## src/rtl/assert_macros.svh

```systemverilog
`ifndef ASSERT_MACROS_SVH
`define ASSERT_MACROS_SVH

// Same-cycle implication, checked on every rising edge outside reset.
`define ASSERT_IMPLIES(label, clk, rst, ante, cons) \
  label: assert property (@(posedge clk) disable iff (rst) (ante) |-> (cons)) \
    else $error("assertion failed");

// Next-cycle implication.
`define ASSERT_NEXT(label, clk, rst, ante, cons) \
  label: assert property (@(posedge clk) disable iff (rst) (ante) |=> (cons)) \
    else $error("assertion failed");

`endif

```

## src/rtl/gpe_pkg.sv

```systemverilog
package gpe_pkg;

  localparam int NUM_GEARS  = 6;
  localparam int GEAR_SLOTS = 6;

  localparam int TIRE_W   = 12;
  localparam int RREG_W   = 16;
  localparam int RPM_W    = 14;
  localparam int KMH_W    = 8;
  localparam int GEAR_W   = 3;
  localparam int RATIO_W  = 20;

  localparam int NUM_REGS = 8;
  localparam int ADDR_W   = $clog2(NUM_REGS) + 2;
  localparam int DATA_W   = 32;

  localparam int PROD1_W    = TIRE_W + RPM_W;
  localparam int NUM_W      = 32;
  localparam int DEN0_W     = KMH_W + RREG_W;
  localparam int DEN_W      = 44;
  localparam int FRAC_SHIFT = 24;
  localparam int REM_W      = NUM_W + FRAC_SHIFT;
  localparam int DIV_STEPS  = RATIO_W;
  localparam int DS_W       = DEN_W + DIV_STEPS - 1;
  localparam int SAT_W      = DEN_W + RATIO_W;
  localparam int ERR_W      = RATIO_W + 1;

  localparam int RPM_SCALE = 60;
  localparam int DEN_SCALE = 1000000;

  localparam logic [RATIO_W-1:0] RATIO_MAX = {RATIO_W{1'b1}};
  localparam logic [ERR_W-1:0]   ERR_INIT  = {ERR_W{1'b1}};

  localparam logic [$clog2(NUM_REGS)-1:0] REG_TIRE       = 3'd0;
  localparam logic [$clog2(NUM_REGS)-1:0] REG_FDR        = 3'd1;
  localparam logic [$clog2(NUM_REGS)-1:0] REG_GEAR_FIRST = 3'd2;

  localparam logic [TIRE_W-1:0] TIRE_RESET = 12'd2044;
  localparam logic [RREG_W-1:0] FDR_RESET  = 16'd15581;
  localparam logic [GEAR_SLOTS-1:0][RREG_W-1:0] GEAR_RESET =
    {16'd2458, 16'd2896, 16'd4096, 16'd5935, 16'd8159, 16'd14283};

  typedef logic [RREG_W-1:0] rreg_t;

  typedef struct packed {
    logic [REM_W-1:0]   rem;
    logic [DS_W-1:0]    ds;
    logic [RATIO_W-1:0] quot;
    logic               sat;
    logic               stand;
  } div_word_t;

  typedef struct packed {
    logic [RATIO_W-1:0] ratio;
    logic [ERR_W-1:0]   best_err;
    logic [GEAR_W-1:0]  best_gear;
    logic               stand;
  } gear_word_t;

endpackage

```

## src/rtl/gpe_gear_cell.sv

```systemverilog
`include "assert_macros.svh"

module gpe_gear_cell (
  input  logic                       clk,
  input  logic                       rst,
  input  gpe_pkg::rreg_t             gear_ratio,
  input  logic [gpe_pkg::GEAR_W-1:0] gear_num,
  input  logic                       valid_in,
  output logic                       ready_out,
  input  gpe_pkg::gear_word_t        data_in,
  output logic                       valid_out,
  input  logic                       ready_in,
  output gpe_pkg::gear_word_t        data_out
);

  logic [gpe_pkg::RATIO_W-1:0] g_ext;
  logic [gpe_pkg::ERR_W-1:0]   err;
  gpe_pkg::gear_word_t         data_next;

  assign ready_out = !valid_out || ready_in;
  assign g_ext = gpe_pkg::RATIO_W'(gear_ratio);
  assign err = (g_ext > data_in.ratio) ? gpe_pkg::ERR_W'(g_ext - data_in.ratio)
                                       : gpe_pkg::ERR_W'(data_in.ratio - g_ext);

  // strict compare keeps the lower gear on a tie
  always_comb begin
    data_next = data_in;
    if (err < data_in.best_err) begin
      data_next.best_err  = err;
      data_next.best_gear = gear_num;
    end
  end

  always_ff @(posedge clk) begin
    if (rst) begin
      valid_out <= 1'b0;
    end else if (ready_out) begin
      valid_out <= valid_in;
    end
  end

  always_ff @(posedge clk) begin
    if (ready_out && valid_in) begin
      data_out <= data_next;
    end
  end

  `ASSERT_NEXT(a_err_monotonic, clk, rst, valid_in && ready_out,
    valid_out && data_out.best_err <= $past(data_in.best_err))

endmodule

```

## config.mk

```make
export PLATFORM = sky130hd
export DESIGN_NAME = gpe_gear_cell
export DESIGN_NICKNAME = d
export VERILOG_FILES = /design/src/rtl/gpe_pkg.sv /design/src/rtl/gpe_gear_cell.sv
export VERILOG_INCLUDE_DIRS = /design/src /design/src/rtl
export SDC_FILE = /design/constraint.sdc
export NUM_CORES = 1
export LEC_CHECK = 0
export BUFFER_PORTS_ARGS = -buffer_cell sky130_fd_sc_hd__buf_2
export CORE_ASPECT_RATIO = 0.9
export CORE_MARGIN = 10
export CORE_UTILIZATION = 58
export CTS_CLUSTER_DIAMETER = 150
export DETAILED_ROUTE_END_ITERATION = 8
export PLACE_DENSITY = 0.88
export SYNTH_ARGS = -nofsm -noshare
export SYNTH_HDL_FRONTEND = slang
export SYNTH_SLANG_ARGS = --single-unit
```

## constraint.sdc

```tcl
create_clock -name clk -period 10.4 [get_ports clk]
set_input_delay 2.08 -clock clk [delete_from_list [all_inputs] [get_ports clk]]
set_output_delay 2.08 -clock clk [all_outputs]
set_load 0.005 [all_outputs]
```

==> impl_metrics.toml <==
[grt]
grt_pass1_vias = 3459
grt_pass1_wl_um = 17100
track_usage_pct = 19.5
grt_max_degree = 46
grt-ovfl-total = 0
grt_antenna_before_repair = 0

[yosys]
netlist-cell-type-count = 56
synth-seq-cells = 46
synth_cells = 420
yosys_warnings = 0
synth_ff_type = "edfxtp_1"
async_flop_share_pct = 0
synth_top_family_by_area = "compound AO/OA/AOI/OAI gates"
yosys.area_share.simple_pct = 10.1
synthMuxAreaShare_pct = 9.50
synth-edff-count = 45
avgSynthCellArea_um2 = 9.66
synth_nets = 542
syn-cell-area_um2 = 4060
synthXorXnorAreaFrac_pct = 3.45
yosysSeqAreaShare_pct = 33.8
synthAdderAreaFrac_pct = 17.0
synth_compound_area_share_pct = 17.1

[placement]
dpl_cell_area_um2 = 4620
hpwlAfterDp_um = 8760
io_buffers = 114
dp.cells = 608
gp_congestion = 0.891

[clock_tree]
cts_resized = 0
cts-root-buf = "clkbuf_8"
cts_setup_buffers = 0
clk_pin_slew_worst_paths_ns = 0.09
worstSkewPairLatency_ns = 0.31
cts_sinks = 46
cts_buffers = 5
cts_tree = "built"
clock_tree.buffer_depth = 2
h-tree-depth = 2
ctsHoldBuffers = 0

[power_and_ir_drop]
p_per_area_nw_per_um2 = 121
power.total_uw = 567
leakagePower_nw = 2.33
ir_drop_mv = 0.0684

[sta]
whs_ns = 0.505
post-route-period-util_pct = 64.6
setup_viol = 0
finClkSkew_ns = 0.00699
setup_tns_ns = 0
rsz0062_at_grt = "no"
clock.fmax_mhz = 149
slew_viol_final = 0
min_period_ns = 6.72
max-slew-margin-rel_pct = 28.9
hold_violations = 0
worst_pin_slew_ns = 1.07

[worst_setup_path]
critPathLaunchType = "primary input"
critPathKind = "primary input to flip-flop"
cp_slowest_cell = "ha_1"
cp_data_arrival_time_ns = 6.77
required_ns = 10.45
crit_path_max_fanout = 23
cp-end-kind = "flip-flop"
critPathMaxStageDelay_ns = 0.51
worstPathCellList = "buf_2 > inv_1 > ha_1 > o211ai_2 > o21a_1 > or3_1 > a21oi_2 > and2_4 > mux2i_1 > xnor2_1 > ha_1 > o2111ai_1 > o21ai_0 > a2111oi_0 > o31ai_1 > a21oi_2 > buf_4 > mux2_2"

[finish]
design_area_um2 = 4710
finalNetCount = 647
final_common_cell = "buf_2"
fill_cells = 518
final_cell_mix = "buf_2 (114), inv_1 (63), ha_1 (52)"
n_antenna_cell = 0
drive_gt1_share_pct = 29.5
layout-area-overhead-vs-synth_pct = 16.0
instances_no_fill = 616

[flow_run]
max_cap_viol_count = 0

[drt]
post_drt_via_cell_ratio = 5.60
drc_errors = 0
wl_um = 10700
drt_iter0_drc = 281
wl_per_cell_um = 17.3
route.vias.total = 3450
final_antenna_net_count = 0
dr.pass1.iters = 5

[die]
start_util_pct = 60.6
die-area_um2 = 10700
dieWidth_um = 108
core_um2 = 6690
std_cell_rows = 28
die_y_um = 99.3
ios = 115

[min_path]
min_path_type = "flip-flop to flip-flop"

[status]
outcome = "complete, no violations"
## power by group
part	internal (mW)	leakage (nW)	switching, mW
clock network	0.0477	0.0452	0.0660
logic	0.0987	1.84	0.121
registers	0.229	0.444	0.00448
## synthesized netlist by cell type, types with 5 or more instances
master / number / share of area [%]
a211oi_1: 5 / 0.93
a21o_1: 16 / 3.0
a21oi_1: 34 / 4.2
buf_2: 9 / 1.1
buf_4: 5 / 0.93
edfxtp_1: 45 / 33
ha_1: 52 / 16
inv_1: 63 / 5.8
mux2_2: 20 / 5.6
mux2i_1: 13 / 3.2
nand2_1: 24 / 2.2
nand3_1: 11 / 1.4
nor2_1: 20 / 1.9
o21ai_0: 16 / 2.0
or3_1: 5 / 0.77
xnor2_1: 9 / 1.9
xor2_1: 7 / 1.5
## metal layers
| metal | GRT usage (%) | share of wire, % |
|---|---|---|
| met1 | 24.9 | 43 |
| met2 | 31.9 | 46 |
| met3 | 5.68 | 9.6 |
| met4 | 4.00 | 1.7 |
| met5 | 0 | 0 |
## cell type report
class | count | area (µm²) | share of cell area, %
clock buffer | 6 | 72.6 | 1.54
clock inverter | 2 | 13.8 | 0.292
inverter | 63 | 236 | 5.03
multi-input combinational | 294 | 2320 | 49.3
sequential | 46 | 1370 | 29.1
tap | 90 | 113 | 2.39
timing repair buffer | 115 | 578 | 12.3
## worst max-delay path, delay by kind of cell
| family | cells | cell delay [ns] |
|---|---|---|
| and+or+nand+nor | 2 | 0.69 |
| buffers and inverters | 3 | 0.48 |
| adders and majority gates | 2 | 0.79 |
| xor gates and xnor gates | 1 | 0.18 |
| muxes | 2 | 0.63 |
| AOI/OAI and AO/OA | 8 | 1.89 |
## cells by family after synthesis
logic type / Yosys count
adder cells (fa/ha/maj): 54
AND/OR/NAND/NOR: 84
buffers and inverters: 80
XOR/XNOR: 16
AO/OA/AOI/OAI: 105
flip-flops: 46
multiplexers: 35
## final timing paths
check,endpoint,slack (ns),cells past startpoint,from
min reg2reg,valid_out,0.50,2,valid_out
max,data_out[10],3.68,18,gear_ratio[11]
min,valid_out,0.50,2,valid_out
max reg2reg,data_out[30],8.74,2,valid_out
## stage by stage
step / setup slack [ns] / utilization (%)
2_1_floorplan: 4.20 / -
3_3_place_gp: 3.64 / 69.0
3_5_place_dp: 3.38 / 69.0
4_1_cts: 3.68 / 70.3
5_1_grt: 3.34 / 70.3
6_report: 3.68 / 70.3
## flip-flops by register name, indices dropped and copies added (netlist names)
register,cells
data_out,45
valid_out,1
(Power assumes the default switching activity.)
