`src/rtl/assert_macros.svh`:
```
`ifndef ASSERT_MACROS_SVH
`define ASSERT_MACROS_SVH

// Same-cycle implication, checked on every rising edge outside reset.
`define ASSERT_IMPLIES(label, clk, rst, ante, cons) \
  label: assert property (@(posedge clk) disable iff (rst) (ante) |-> (cons)) \
    else $error("assertion failed");

// Next-cycle implication.
`define ASSERT_NEXT(label, clk, rst, ante, cons) \
  label: assert property (@(posedge clk) disable iff (rst) (ante) |=> (cons)) \
    else $error("assertion failed");

`endif

```
`src/rtl/gpe_pkg.sv`:
```
package gpe_pkg;

  localparam int NUM_GEARS  = 6;
  localparam int GEAR_SLOTS = 6;

  localparam int TIRE_W   = 12;
  localparam int RREG_W   = 16;
  localparam int RPM_W    = 14;
  localparam int KMH_W    = 8;
  localparam int GEAR_W   = 3;
  localparam int RATIO_W  = 20;

  localparam int NUM_REGS = 8;
  localparam int ADDR_W   = $clog2(NUM_REGS) + 2;
  localparam int DATA_W   = 32;

  localparam int PROD1_W    = TIRE_W + RPM_W;
  localparam int NUM_W      = 32;
  localparam int DEN0_W     = KMH_W + RREG_W;
  localparam int DEN_W      = 44;
  localparam int FRAC_SHIFT = 24;
  localparam int REM_W      = NUM_W + FRAC_SHIFT;
  localparam int DIV_STEPS  = RATIO_W;
  localparam int DS_W       = DEN_W + DIV_STEPS - 1;
  localparam int SAT_W      = DEN_W + RATIO_W;
  localparam int ERR_W      = RATIO_W + 1;

  localparam int RPM_SCALE = 60;
  localparam int DEN_SCALE = 1000000;

  localparam logic [RATIO_W-1:0] RATIO_MAX = {RATIO_W{1'b1}};
  localparam logic [ERR_W-1:0]   ERR_INIT  = {ERR_W{1'b1}};

  localparam logic [$clog2(NUM_REGS)-1:0] REG_TIRE       = 3'd0;
  localparam logic [$clog2(NUM_REGS)-1:0] REG_FDR        = 3'd1;
  localparam logic [$clog2(NUM_REGS)-1:0] REG_GEAR_FIRST = 3'd2;

  localparam logic [TIRE_W-1:0] TIRE_RESET = 12'd2044;
  localparam logic [RREG_W-1:0] FDR_RESET  = 16'd15581;
  localparam logic [GEAR_SLOTS-1:0][RREG_W-1:0] GEAR_RESET =
    {16'd2458, 16'd2896, 16'd4096, 16'd5935, 16'd8159, 16'd14283};

  typedef logic [RREG_W-1:0] rreg_t;

  typedef struct packed {
    logic [REM_W-1:0]   rem;
    logic [DS_W-1:0]    ds;
    logic [RATIO_W-1:0] quot;
    logic               sat;
    logic               stand;
  } div_word_t;

  typedef struct packed {
    logic [RATIO_W-1:0] ratio;
    logic [ERR_W-1:0]   best_err;
    logic [GEAR_W-1:0]  best_gear;
    logic               stand;
  } gear_word_t;

endpackage

```
`src/rtl/gpe_div_cell.sv`:
```
`include "assert_macros.svh"

module gpe_div_cell (
  input  logic               clk,
  input  logic               rst,
  input  logic               valid_in,
  output logic               ready_out,
  input  gpe_pkg::div_word_t data_in,
  output logic               valid_out,
  input  logic               ready_in,
  output gpe_pkg::div_word_t data_out
);

  logic               take;
  gpe_pkg::div_word_t data_next;

  assign ready_out = !valid_out || ready_in;
  assign take = gpe_pkg::DS_W'(data_in.rem) >= data_in.ds;

  always_comb begin
    data_next       = data_in;
    data_next.rem   = take ? data_in.rem - data_in.ds[gpe_pkg::REM_W-1:0] : data_in.rem;
    data_next.ds    = data_in.ds >> 1;
    data_next.quot  = {data_in.quot[gpe_pkg::RATIO_W-2:0], take};
  end

  always_ff @(posedge clk) begin
    if (rst) begin
      valid_out <= 1'b0;
    end else if (ready_out) begin
      valid_out <= valid_in;
    end
  end

  always_ff @(posedge clk) begin
    if (ready_out && valid_in) begin
      data_out <= data_next;
    end
  end

  // unsaturated remainder stays below twice the current divisor
  `ASSERT_IMPLIES(a_rem_bound, clk, rst, valid_in && !data_in.sat,
    {1'b0, gpe_pkg::DS_W'(data_in.rem)} < {data_in.ds, 1'b0})

endmodule

```
`config.mk`:
```
export PLATFORM = sky130hd
export DESIGN_NAME = gpe_div_cell
export DESIGN_NICKNAME = d
export VERILOG_FILES = /design/src/rtl/gpe_pkg.sv /design/src/rtl/gpe_div_cell.sv
export VERILOG_INCLUDE_DIRS = /design/src /design/src/rtl
export SDC_FILE = /design/constraint.sdc
export NUM_CORES = 1
export LEC_CHECK = 0
export BUFFER_PORTS_ARGS = -buffer_cell sky130_fd_sc_hd__buf_2
export CORE_MARGIN = 5
export CORE_UTILIZATION = 52
export DETAILED_ROUTE_END_ITERATION = 10
export HOLD_SLACK_MARGIN = 0.02
export PLACE_DENSITY = 0.82
export SYNTH_ARGS = -nofsm -noshare
export SYNTH_HDL_FRONTEND = slang
export SYNTH_SLANG_ARGS = --single-unit
```
`constraint.sdc`:
```
create_clock -name clk -period 5.75 [get_ports clk]
set_input_delay 0.575 -clock clk [delete_from_list [all_inputs] [get_ports clk]]
set_output_delay 0.575 -clock clk [all_outputs]
set_load 0.1 [all_outputs]
```
==> impl_metrics.toml, run 1 <==
[critical_path]
worstSetupStartpointType = "input port"
cp.required_ps = 5890
rrSetupSlack_ps = 3920
arrival_ps = 3530
cp-endpoint = "data_out[116]$_DFFE_PP_"
rr_worst_depth = 3
slowest_delay_ps = 590
r2r-start = "valid_out$_SDFFE_PP0N_"
crit_start = "data_in[70]"
critPathMaxFanout = 68
crit_slowest_cell = "buf_4"
crit_type = "in2reg"
timing.rr.end = "data_out[64]$_DFFE_PP_"
end_kind = "flip-flop"
worstPathCellList = "buf_2 -> inv_1 -> ha_1 -> a21o_1 -> a21o_1 -> a21oi_1 -> nor2_1 -> nor3_1 -> o21ai_1 -> o41ai_4 -> buf_4 -> o21ai_1"

[drt]
vias = 7483
postRouteWirelength_um = 23600
avgViaCountPerCell = 5.49
wl_per_cell_um = 17.3
post-route-drc-count = 0
firstDrtPassIters = 5
ant_nets = 0
drt_iter0_markers = 480

[timing]
hold_viol = 0
fin_skew_ps = 7.78
fin_crit_sh_pct = 59.0
finalSetupTns_ps = 0
fin_crit_ps = 3400
fmax_mhz = 295
slew_violations = 0
setup_viol = 0
max_slew_margin_pct = 28.8
worstMarginPinSlew_ps = 1070
rsz0062_at_grt = "false"
hold_ws_ps = 329
layout_setup_ws_ps = 2350

[cts]
clkSinkCount = 141
cts_tree = "yes"
cts_hold_buffers = 0
cts_resized = 0
ctsLongestPathBuffers = 2
path_clk_slew_ps = 60
post_cts_buffers = 0
h-tree-depth = 4
numCtsBuffers = 17
clk_latency_ps = 420
cts-root-buf = "clkbuf_16"

[yosys]
synth_fp_nets = 1063
yosys_warnings = 0
synth_top_cell_area_share_pct = 49.0
yosys_register_bits = 141
synth-edff-count = 140
synth.area.top_cells = "edfxtp_1, ha_1, nand2_1"
syn_inst = 861
yosysMostFrequentCell = "edfxtp_1"
ys_seq_area_share_pct = 49.2
yosysUniqueCellTypes = 60
ys_top_cells_by_count = "edfxtp_1, nand2_1, inv_1"
syn_area_um2 = 8580
synth.avg_cell_area_um2 = 9.96
yosysTopAreaCell = "edfxtp_1"
synth_flop_cell = "edfxtp_1"
async_flop_share_pct = 0

[final_layout]
instances_no_fill = 1362
final_area_um2 = 10700
syn2layout_area_growth_pct = 24.8
drive_gt1_share_pct = 29.6
final_util_pct = 65.3
final_nets = 1330

[floorplanning]
pin_count = 288
num_rows = 47
core_area_um2 = 16400
die_area_um2 = 19200
die_h_um = 138
die_w_um = 138
start_util_pct = 52.3

[flow_run]
maxCapViolations = 0

[global_route]
grt_pass1_wl_um = 37700
grt_start_max_net_pins = 86
track_usage_pct = 24.1
grt_antenna_before_repair = 2
first_global_vias = 7469
grt.overflow.total = 0

[power_and_ir_drop]
p_leak_nw = 4.87
vdd_drop_max_uv = 200
power.density_nw_per_um2 = 312
p_total_mw = 3.34

[place]
dp_hpwl_um = 18500
dp_slack_ps = 1990
place.port_buffers = 285
gp_congestion = 0.874
dpl.cell_count = 1329
placed_area_um2 = 10100

[min_path]
min-delay-start = "data_in[19]"
hp-class = "in2reg"

[status]
status = "finished clean"
cell usage in the layout, fill, tap and decap left out, types with 26 or more instances in the layout:
cell type	n
a21o_1	26
a21oi_1	66
buf_2	285
edfxtp_1	140
ha_1	56
inv_1	76
nand2_1	108
nand4_1	26
nor2_1	42
o21ai_0	31
o21ai_1	54
xnor2_1	30
power by group:
group | switching [mW] | leakage (nW) | internal (mW)
combinational | 0.775 | 3.23 | 0.248
sequential | 0.0131 | 1.36 | 1.20
clock | 0.453 | 0.275 | 0.644
total | 1.24 | 4.87 | 2.10
area by class of cell:
cell class,count,area [um^2]
clock inverter,14,156
tap,220,275
sequential,141,4220
antenna,2,5.00
multi-input combinational,603,3880
timing repair buffer,289,1460
fill,1323,5700
clock buffer,17,425
inverter,76,285
registers in the layout, summed over array words and instances (netlist names):
name	flops
data_out	140
valid_out	1
critical path, delay by kind of cell:
kind	cells	cell delay [ps]
compound gates	6	1400
buf+inv	3	720
fa+ha+maj	1	460
simple gates	2	320
cells by family (layout without fill, tap and decap cells):
family | count (synthesis) | after routing | synth area share (%)
AND/OR/NAND/NOR | 244 | 244 | 13.3
XOR/XNOR | 48 | 48 | 4.90
flip-flops | 141 | 141 | 49.2
buffers and inverters | 117 | 396 | 5.69
other | 1 | 3 | 0.0437
multiplexers | 1 | 1 | 0.117
adder cells (fa/ha/maj) | 57 | 57 | 8.40
AO/OA/AOI/OAI | 252 | 252 | 18.3
worst min path at each step:
stage	endpoint	slack (ps)	depth (start not counted)
CTS	data_out[10]$_DFFE_PP_	310	1
global placement	valid_out$_SDFFE_PP0N_	500	2
floorplan	valid_out$_SDFFE_PP0N_	640	1
global route	data_out[17]$_DFFE_PP_	310	1
finish	data_out[20]$_DFFE_PP_	330	1
detailed placement	valid_out$_SDFFE_PP0N_	560	2
routing by layer:
layer / part of all wire [%] / GRT usage [%] / vias up
li1: - / - / 3673
met1: 42 / 30.6 / 3486
met2: 49 / 41.2 / 297
met3: 7.2 / 5.63 / 27
met4: 1.7 / 7.28 / 0
met5: 0 / 0 / -
Power figures use the tool's default switching activity.
==> run 2, diff against run 1 <==
==> constraint.sdc (replaced) <==
create_clock -name clk -period 3.3 [get_ports clk]
set_input_delay 0.33 -clock clk [delete_from_list [all_inputs] [get_ports clk]]
set_output_delay 0.33 -clock clk [all_outputs]
set_load 0.1 [all_outputs]
==> impl_metrics.toml, run 2 (synthesis gave the netlist of run 1 again) <==
[status]
status = "finished clean"

[cts]
cts_hold_buffers = 0
numCtsBuffers = 17
path_clk_slew_ps = 60
h-tree-depth = 4
clk_latency_ps = 420
cts_resized = 0
cts_tree = "yes"
cts-root-buf = "clkbuf_16"
post_cts_buffers = 0
ctsLongestPathBuffers = 2
clkSinkCount = 141

[global_route]
track_usage_pct = 24.8
grt.overflow.total = 0
grt_start_max_net_pins = 66
met3_usage_pct = 6.18
grt_pass1_wl_um = 38600
grtUsageMet1_pct = 31.9
grt_antenna_before_repair = 2
first_global_vias = 7540
use_met2_pct = 41.1
top_usage_layer = "met2"

[drt]
wl_per_cell_um = 17.4
drt_iter0_markers = 584
avgViaCountPerCell = 5.46
firstDrtPassIters = 5
post-route-drc-count = 0
vias = 7574
ant_nets = 0
postRouteWirelength_um = 24100

[critical_path]
critPathMaxFanout = 5
cp_top_family = "compound AO/OA/AOI/OAI gates"
crit_slowest_cell = "o311ai_0"
cpMostUsedCell = "o21a_1"
worstSetupStartpointType = "input port"
arrival_ps = 3110
end_kind = "flip-flop"
crit_type = "in2reg"
slowest_delay_ps = 680
worstPathCellList = "buf_2 -> ha_1 -> fa_1 -> nor2b_1 -> o31a_1 -> o311a_1 -> o21a_1 -> nor3_1 -> o21a_1 -> o311ai_0 -> buf_4 -> o21ai_1"
crit_buf_inv = 2
cp.required_ps = 3470

[power_and_ir_drop]
p_leak_nw = 5.00
power.density_nw_per_um2 = 538
vdd_drop_max_uv = 331
p_total_mw = 5.89

[final_layout]
drive_gt1_share_pct = 31.2
final_nets = 1354
final_common_cell = "buf_2"
fillers = 1299
final_cell_mix = "buf_2, edfxtp_1, nand2_1"
largest_register_ffs = 140
regMostFlops = "data_out"
final_util_pct = 66.6
syn2layout_area_growth_pct = 27.4
instances_no_fill = 1386
largestRegisters = "data_out: 140 flops, valid_out: 1 flops"

[floorplanning]
start_util_pct = 52.3
num_rows = 47
core_area_um2 = 16400
die_h_um = 138
die_area_um2 = 19200
pin_count = 288
die_w_um = 138

[flow_run]
maxCapViolations = 0

[place]
dp_slack_ps = -34.8
place.port_buffers = 285
dp_hpwl_um = 19000
dpl.cell_count = 1353
gp_congestion = 0.913

[timing]
fin_crit_ps = 2940
fmax_mhz = 340
max_slew_margin_pct = 50.6
worstMarginPinSlew_ps = 731
hold_viol = 0
layout_setup_ws_ps = 356
rsz0062_at_grt = "false"
setup_viol = 0
slew_violations = 0
fin_skew_ps = 6.04
hold_ws_ps = 48.3
fin_crit_sh_pct = 89.2

[min_path]
hp-class = "in2reg"
## run 2: cell type report
cell class                      count  area [um^2]  share of cell area (%)
Clock inverter                     14          159                    1.45
Tap cell                          220          275                    2.52
Multi-Input combinational cell    603         3880                    35.5
Clock buffer                       18          429                    3.93
Sequential cell                   141         4220                    38.6
Inverter                           76          285                    2.61
Timing Repair Buffer              313         1670                    15.3
Antenna cell                        1         2.50                  0.0229
## run 2: through the flow
step                      TNS (ps)  cell area, um^2
after global routing             0            10900
after floorplan                  0             8580
after global placement       -28.9            10300
final                            0            10900
after CTS                        0            10900
after detailed placement     -43.0            10300
## run 2: path summary, 6_finish.rpt
| path | from | to | slack [ps] | cells past startpoint |
|---|---|---|---|---|
| worst max-delay path | data_in[22] | data_out[133]$_DFFE_PP_ | 360 | 12 |
| worst min-delay path | rst | valid_out$_SDFFE_PP0N_ | 50 | 2 |
| worst max register to register | valid_out$_SDFFE_PP0N_ | data_out[129]$_DFFE_PP_ | 1560 | 3 |
| worst min register to register | valid_out$_SDFFE_PP0N_ | valid_out$_SDFFE_PP0N_ | 520 | 2 |
## run 2: metal layers
metal / share of wire (%) / vias to the layer above
met5: 0.054 / -
li1: - / 3710
met4: 2.1 / 2
met3: 7.9 / 37
met2: 48 / 311
met1: 42 / 3514
## run 2: power breakdown
group | internal (mW) | switching (mW) | leakage, nW | total (mW)
sequential | 2.10 | 0.0241 | 1.36 | 2.12
clock | 1.13 | 0.811 | 0.276 | 1.94
combinational | 0.465 | 1.36 | 3.36 | 1.83
total | 3.69 | 2.20 | 5.00 | 5.89
==> run 3, diff against run 2 <==
--- a/config.mk
+++ b/config.mk
@@ -9,9 +9,12 @@
 export BUFFER_PORTS_ARGS = -buffer_cell sky130_fd_sc_hd__buf_2
 export CORE_MARGIN = 5
 export CORE_UTILIZATION = 52
+export CTS_BUF_LIST = sky130_fd_sc_hd__clkbuf_8 sky130_fd_sc_hd__clkbuf_16
 export DETAILED_ROUTE_END_ITERATION = 10
+export GPL_ROUTABILITY_DRIVEN = 0
 export HOLD_SLACK_MARGIN = 0.02
 export PLACE_DENSITY = 0.82
+export REMOVE_ABC_BUFFERS = 1
 export SYNTH_ARGS = -nofsm -noshare
 export SYNTH_HDL_FRONTEND = slang
 export SYNTH_SLANG_ARGS = --single-unit
==> impl_metrics.toml, run 3 (synthesis gave the netlist of run 1 again) <==
[timing]
fmax_mhz = 349
rsz0062_at_grt = "false"
fin_crit_sh_pct = 86.7
fin_crit_ps = 2860
slew_violations = 0
hold_viol = 0
fin_skew_ps = 7.85
hold_ws_ps = 51.2
worstMarginPinSlew_ps = 623
setup_viol = 0
finalSetupTns_ps = 0
max_slew_margin_pct = 58.5

[global_route]
grt.overflow.total = 0
grtUsageMet1_pct = 29.6
met3_usage_pct = 6.91
grt_pass1_wl_um = 37800
grt_start_max_net_pins = 67
use_met2_pct = 41.6
grt_antenna_before_repair = 2
top_usage_layer = "met2"
track_usage_pct = 24.4
first_global_vias = 7493

[critical_path]
crit_type = "in2reg"
worstSetupStartpointType = "input port"
arrival_ps = 3130
end_kind = "flip-flop"
critPathMaxFanout = 9
cp.required_ps = 3570

[cts]
cts_hold_buffers = 0
cts_tree = "yes"
cts-root-buf = "clkbuf_16"
ctsLongestPathBuffers = 2
h-tree-depth = 4
post_cts_buffers = 0
numCtsBuffers = 17
path_clk_slew_ps = 60
clk_latency_ps = 420
clkSinkCount = 141
cts_resized = 0

[final_layout]
regMostFlops = "data_out"
regArea_um2 = 4220
largestRegisters = "data_out: 140 flops, valid_out: 1 flops"
final_common_cell = "buf_2"
largest_register_ffs = 140
syn2layout_area_growth_pct = 26.3
final_nets = 1345
final_area_um2 = 10800
fillers = 1303
multi_input_area_um2 = 3880
drive_gt1_share_pct = 30.6
final_cell_mix = "buf_2, edfxtp_1, nand2_1"

[drt]
avgViaCountPerCell = 5.52
drt_iter0_markers = 669
firstDrtPassIters = 8
ant_nets = 0
wl_per_cell_um = 17.3
vias = 7600
postRouteWirelength_um = 23900
post-route-drc-count = 0

[flow_run]
maxCapViolations = 0

[place]
placed_area_um2 = 10300
place.port_buffers = 285
dp_hpwl_um = 18500

[floorplanning]
die_h_um = 138
core_area_um2 = 16400
die_w_um = 138
num_rows = 47
pin_count = 288
die_area_um2 = 19200
start_util_pct = 52.3

[power_and_ir_drop]
pwr-share-clk_pct = 32.1
power.density_nw_per_um2 = 534
switching_share_pct = 37.9
vdd_drop_max_uv = 373
seqPwrFrac_pct = 36.6
p_leak_nw = 4.96
p_switching_mw = 2.19
internal-power_mw = 3.60
pwr-share-comb_pct = 31.3

[status]
status = "finished clean"

[min_path]
hp-class = "in2reg"
-- run 3: per-stage QoR --
| stage | cells | setup slack (ps) | util, % | power [mW] |
|---|---|---|---|---|
| 6_report | 1377 | 439 | 66.1 | 5.79 |
| 5_1_grt | 1377 | 302 | 66.1 | 6.03 |
| 4_1_cts | 1376 | 507 | 66.0 | 5.80 |
| 3_5_place_dp | 1344 | 73.8 | 62.6 | 3.94 |
| 3_3_place_gp | 1344 | 108 | 62.6 | 3.91 |
| 2_1_floorplan | 820 | -3330 | - | 3.56 |
-- run 3: power groups by stage --
stage,Combinational [mW],Sequential (mW),Clock [mW]
6_report,1.81,2.12,1.86
5_1_grt,1.92,2.13,1.98
4_1_cts,1.80,2.12,1.88
3_5_place_dp,1.79,2.16,0
3_3_place_gp,1.76,2.15,0
2_1_floorplan,0.655,2.91,0
-- run 3: final cells by class --
class	instances	area share, %
tap	220	2.54
clock inverter	15	1.28
clock buffer	17	3.92
inverter	76	2.63
antenna	1	0.0231
sequential	141	39.0
timing repair buffer	304	14.8
multi-input combinational	603	35.8
-- run 3: routing by layer --
| metal | vias to the layer above | share of wire (%) |
|---|---|---|
| met1 | 3515 | 40 |
| met5 | - | 0.046 |
| met2 | 344 | 49 |
| met3 | 46 | 8.5 |
| met4 | 2 | 2.1 |
| li1 | 3693 | - |
-- run 3: final timing paths --
path	from	endpoint	slack, ps	cells past startpoint
max	data_in[43]	data_out[135]$_DFFE_PP_	440	12
min	rst	valid_out$_SDFFE_PP0N_	50	2
max reg2reg	valid_out$_SDFFE_PP0N_	data_out[130]$_DFFE_PP_	1450	3
min reg2reg	valid_out$_SDFFE_PP0N_	valid_out$_SDFFE_PP0N_	510	2
-- run 3: critical path, stage by stage --
cell and delay [ps]:
buf_2 80, inv_1 40, ha_1 440, nand4_1 220, nor4_2 480, o211ai_1 160, and3_4 240, a21oi_4 190
and4_4 280, o31ai_1 80, a21o_1 350, o21ai_1 230
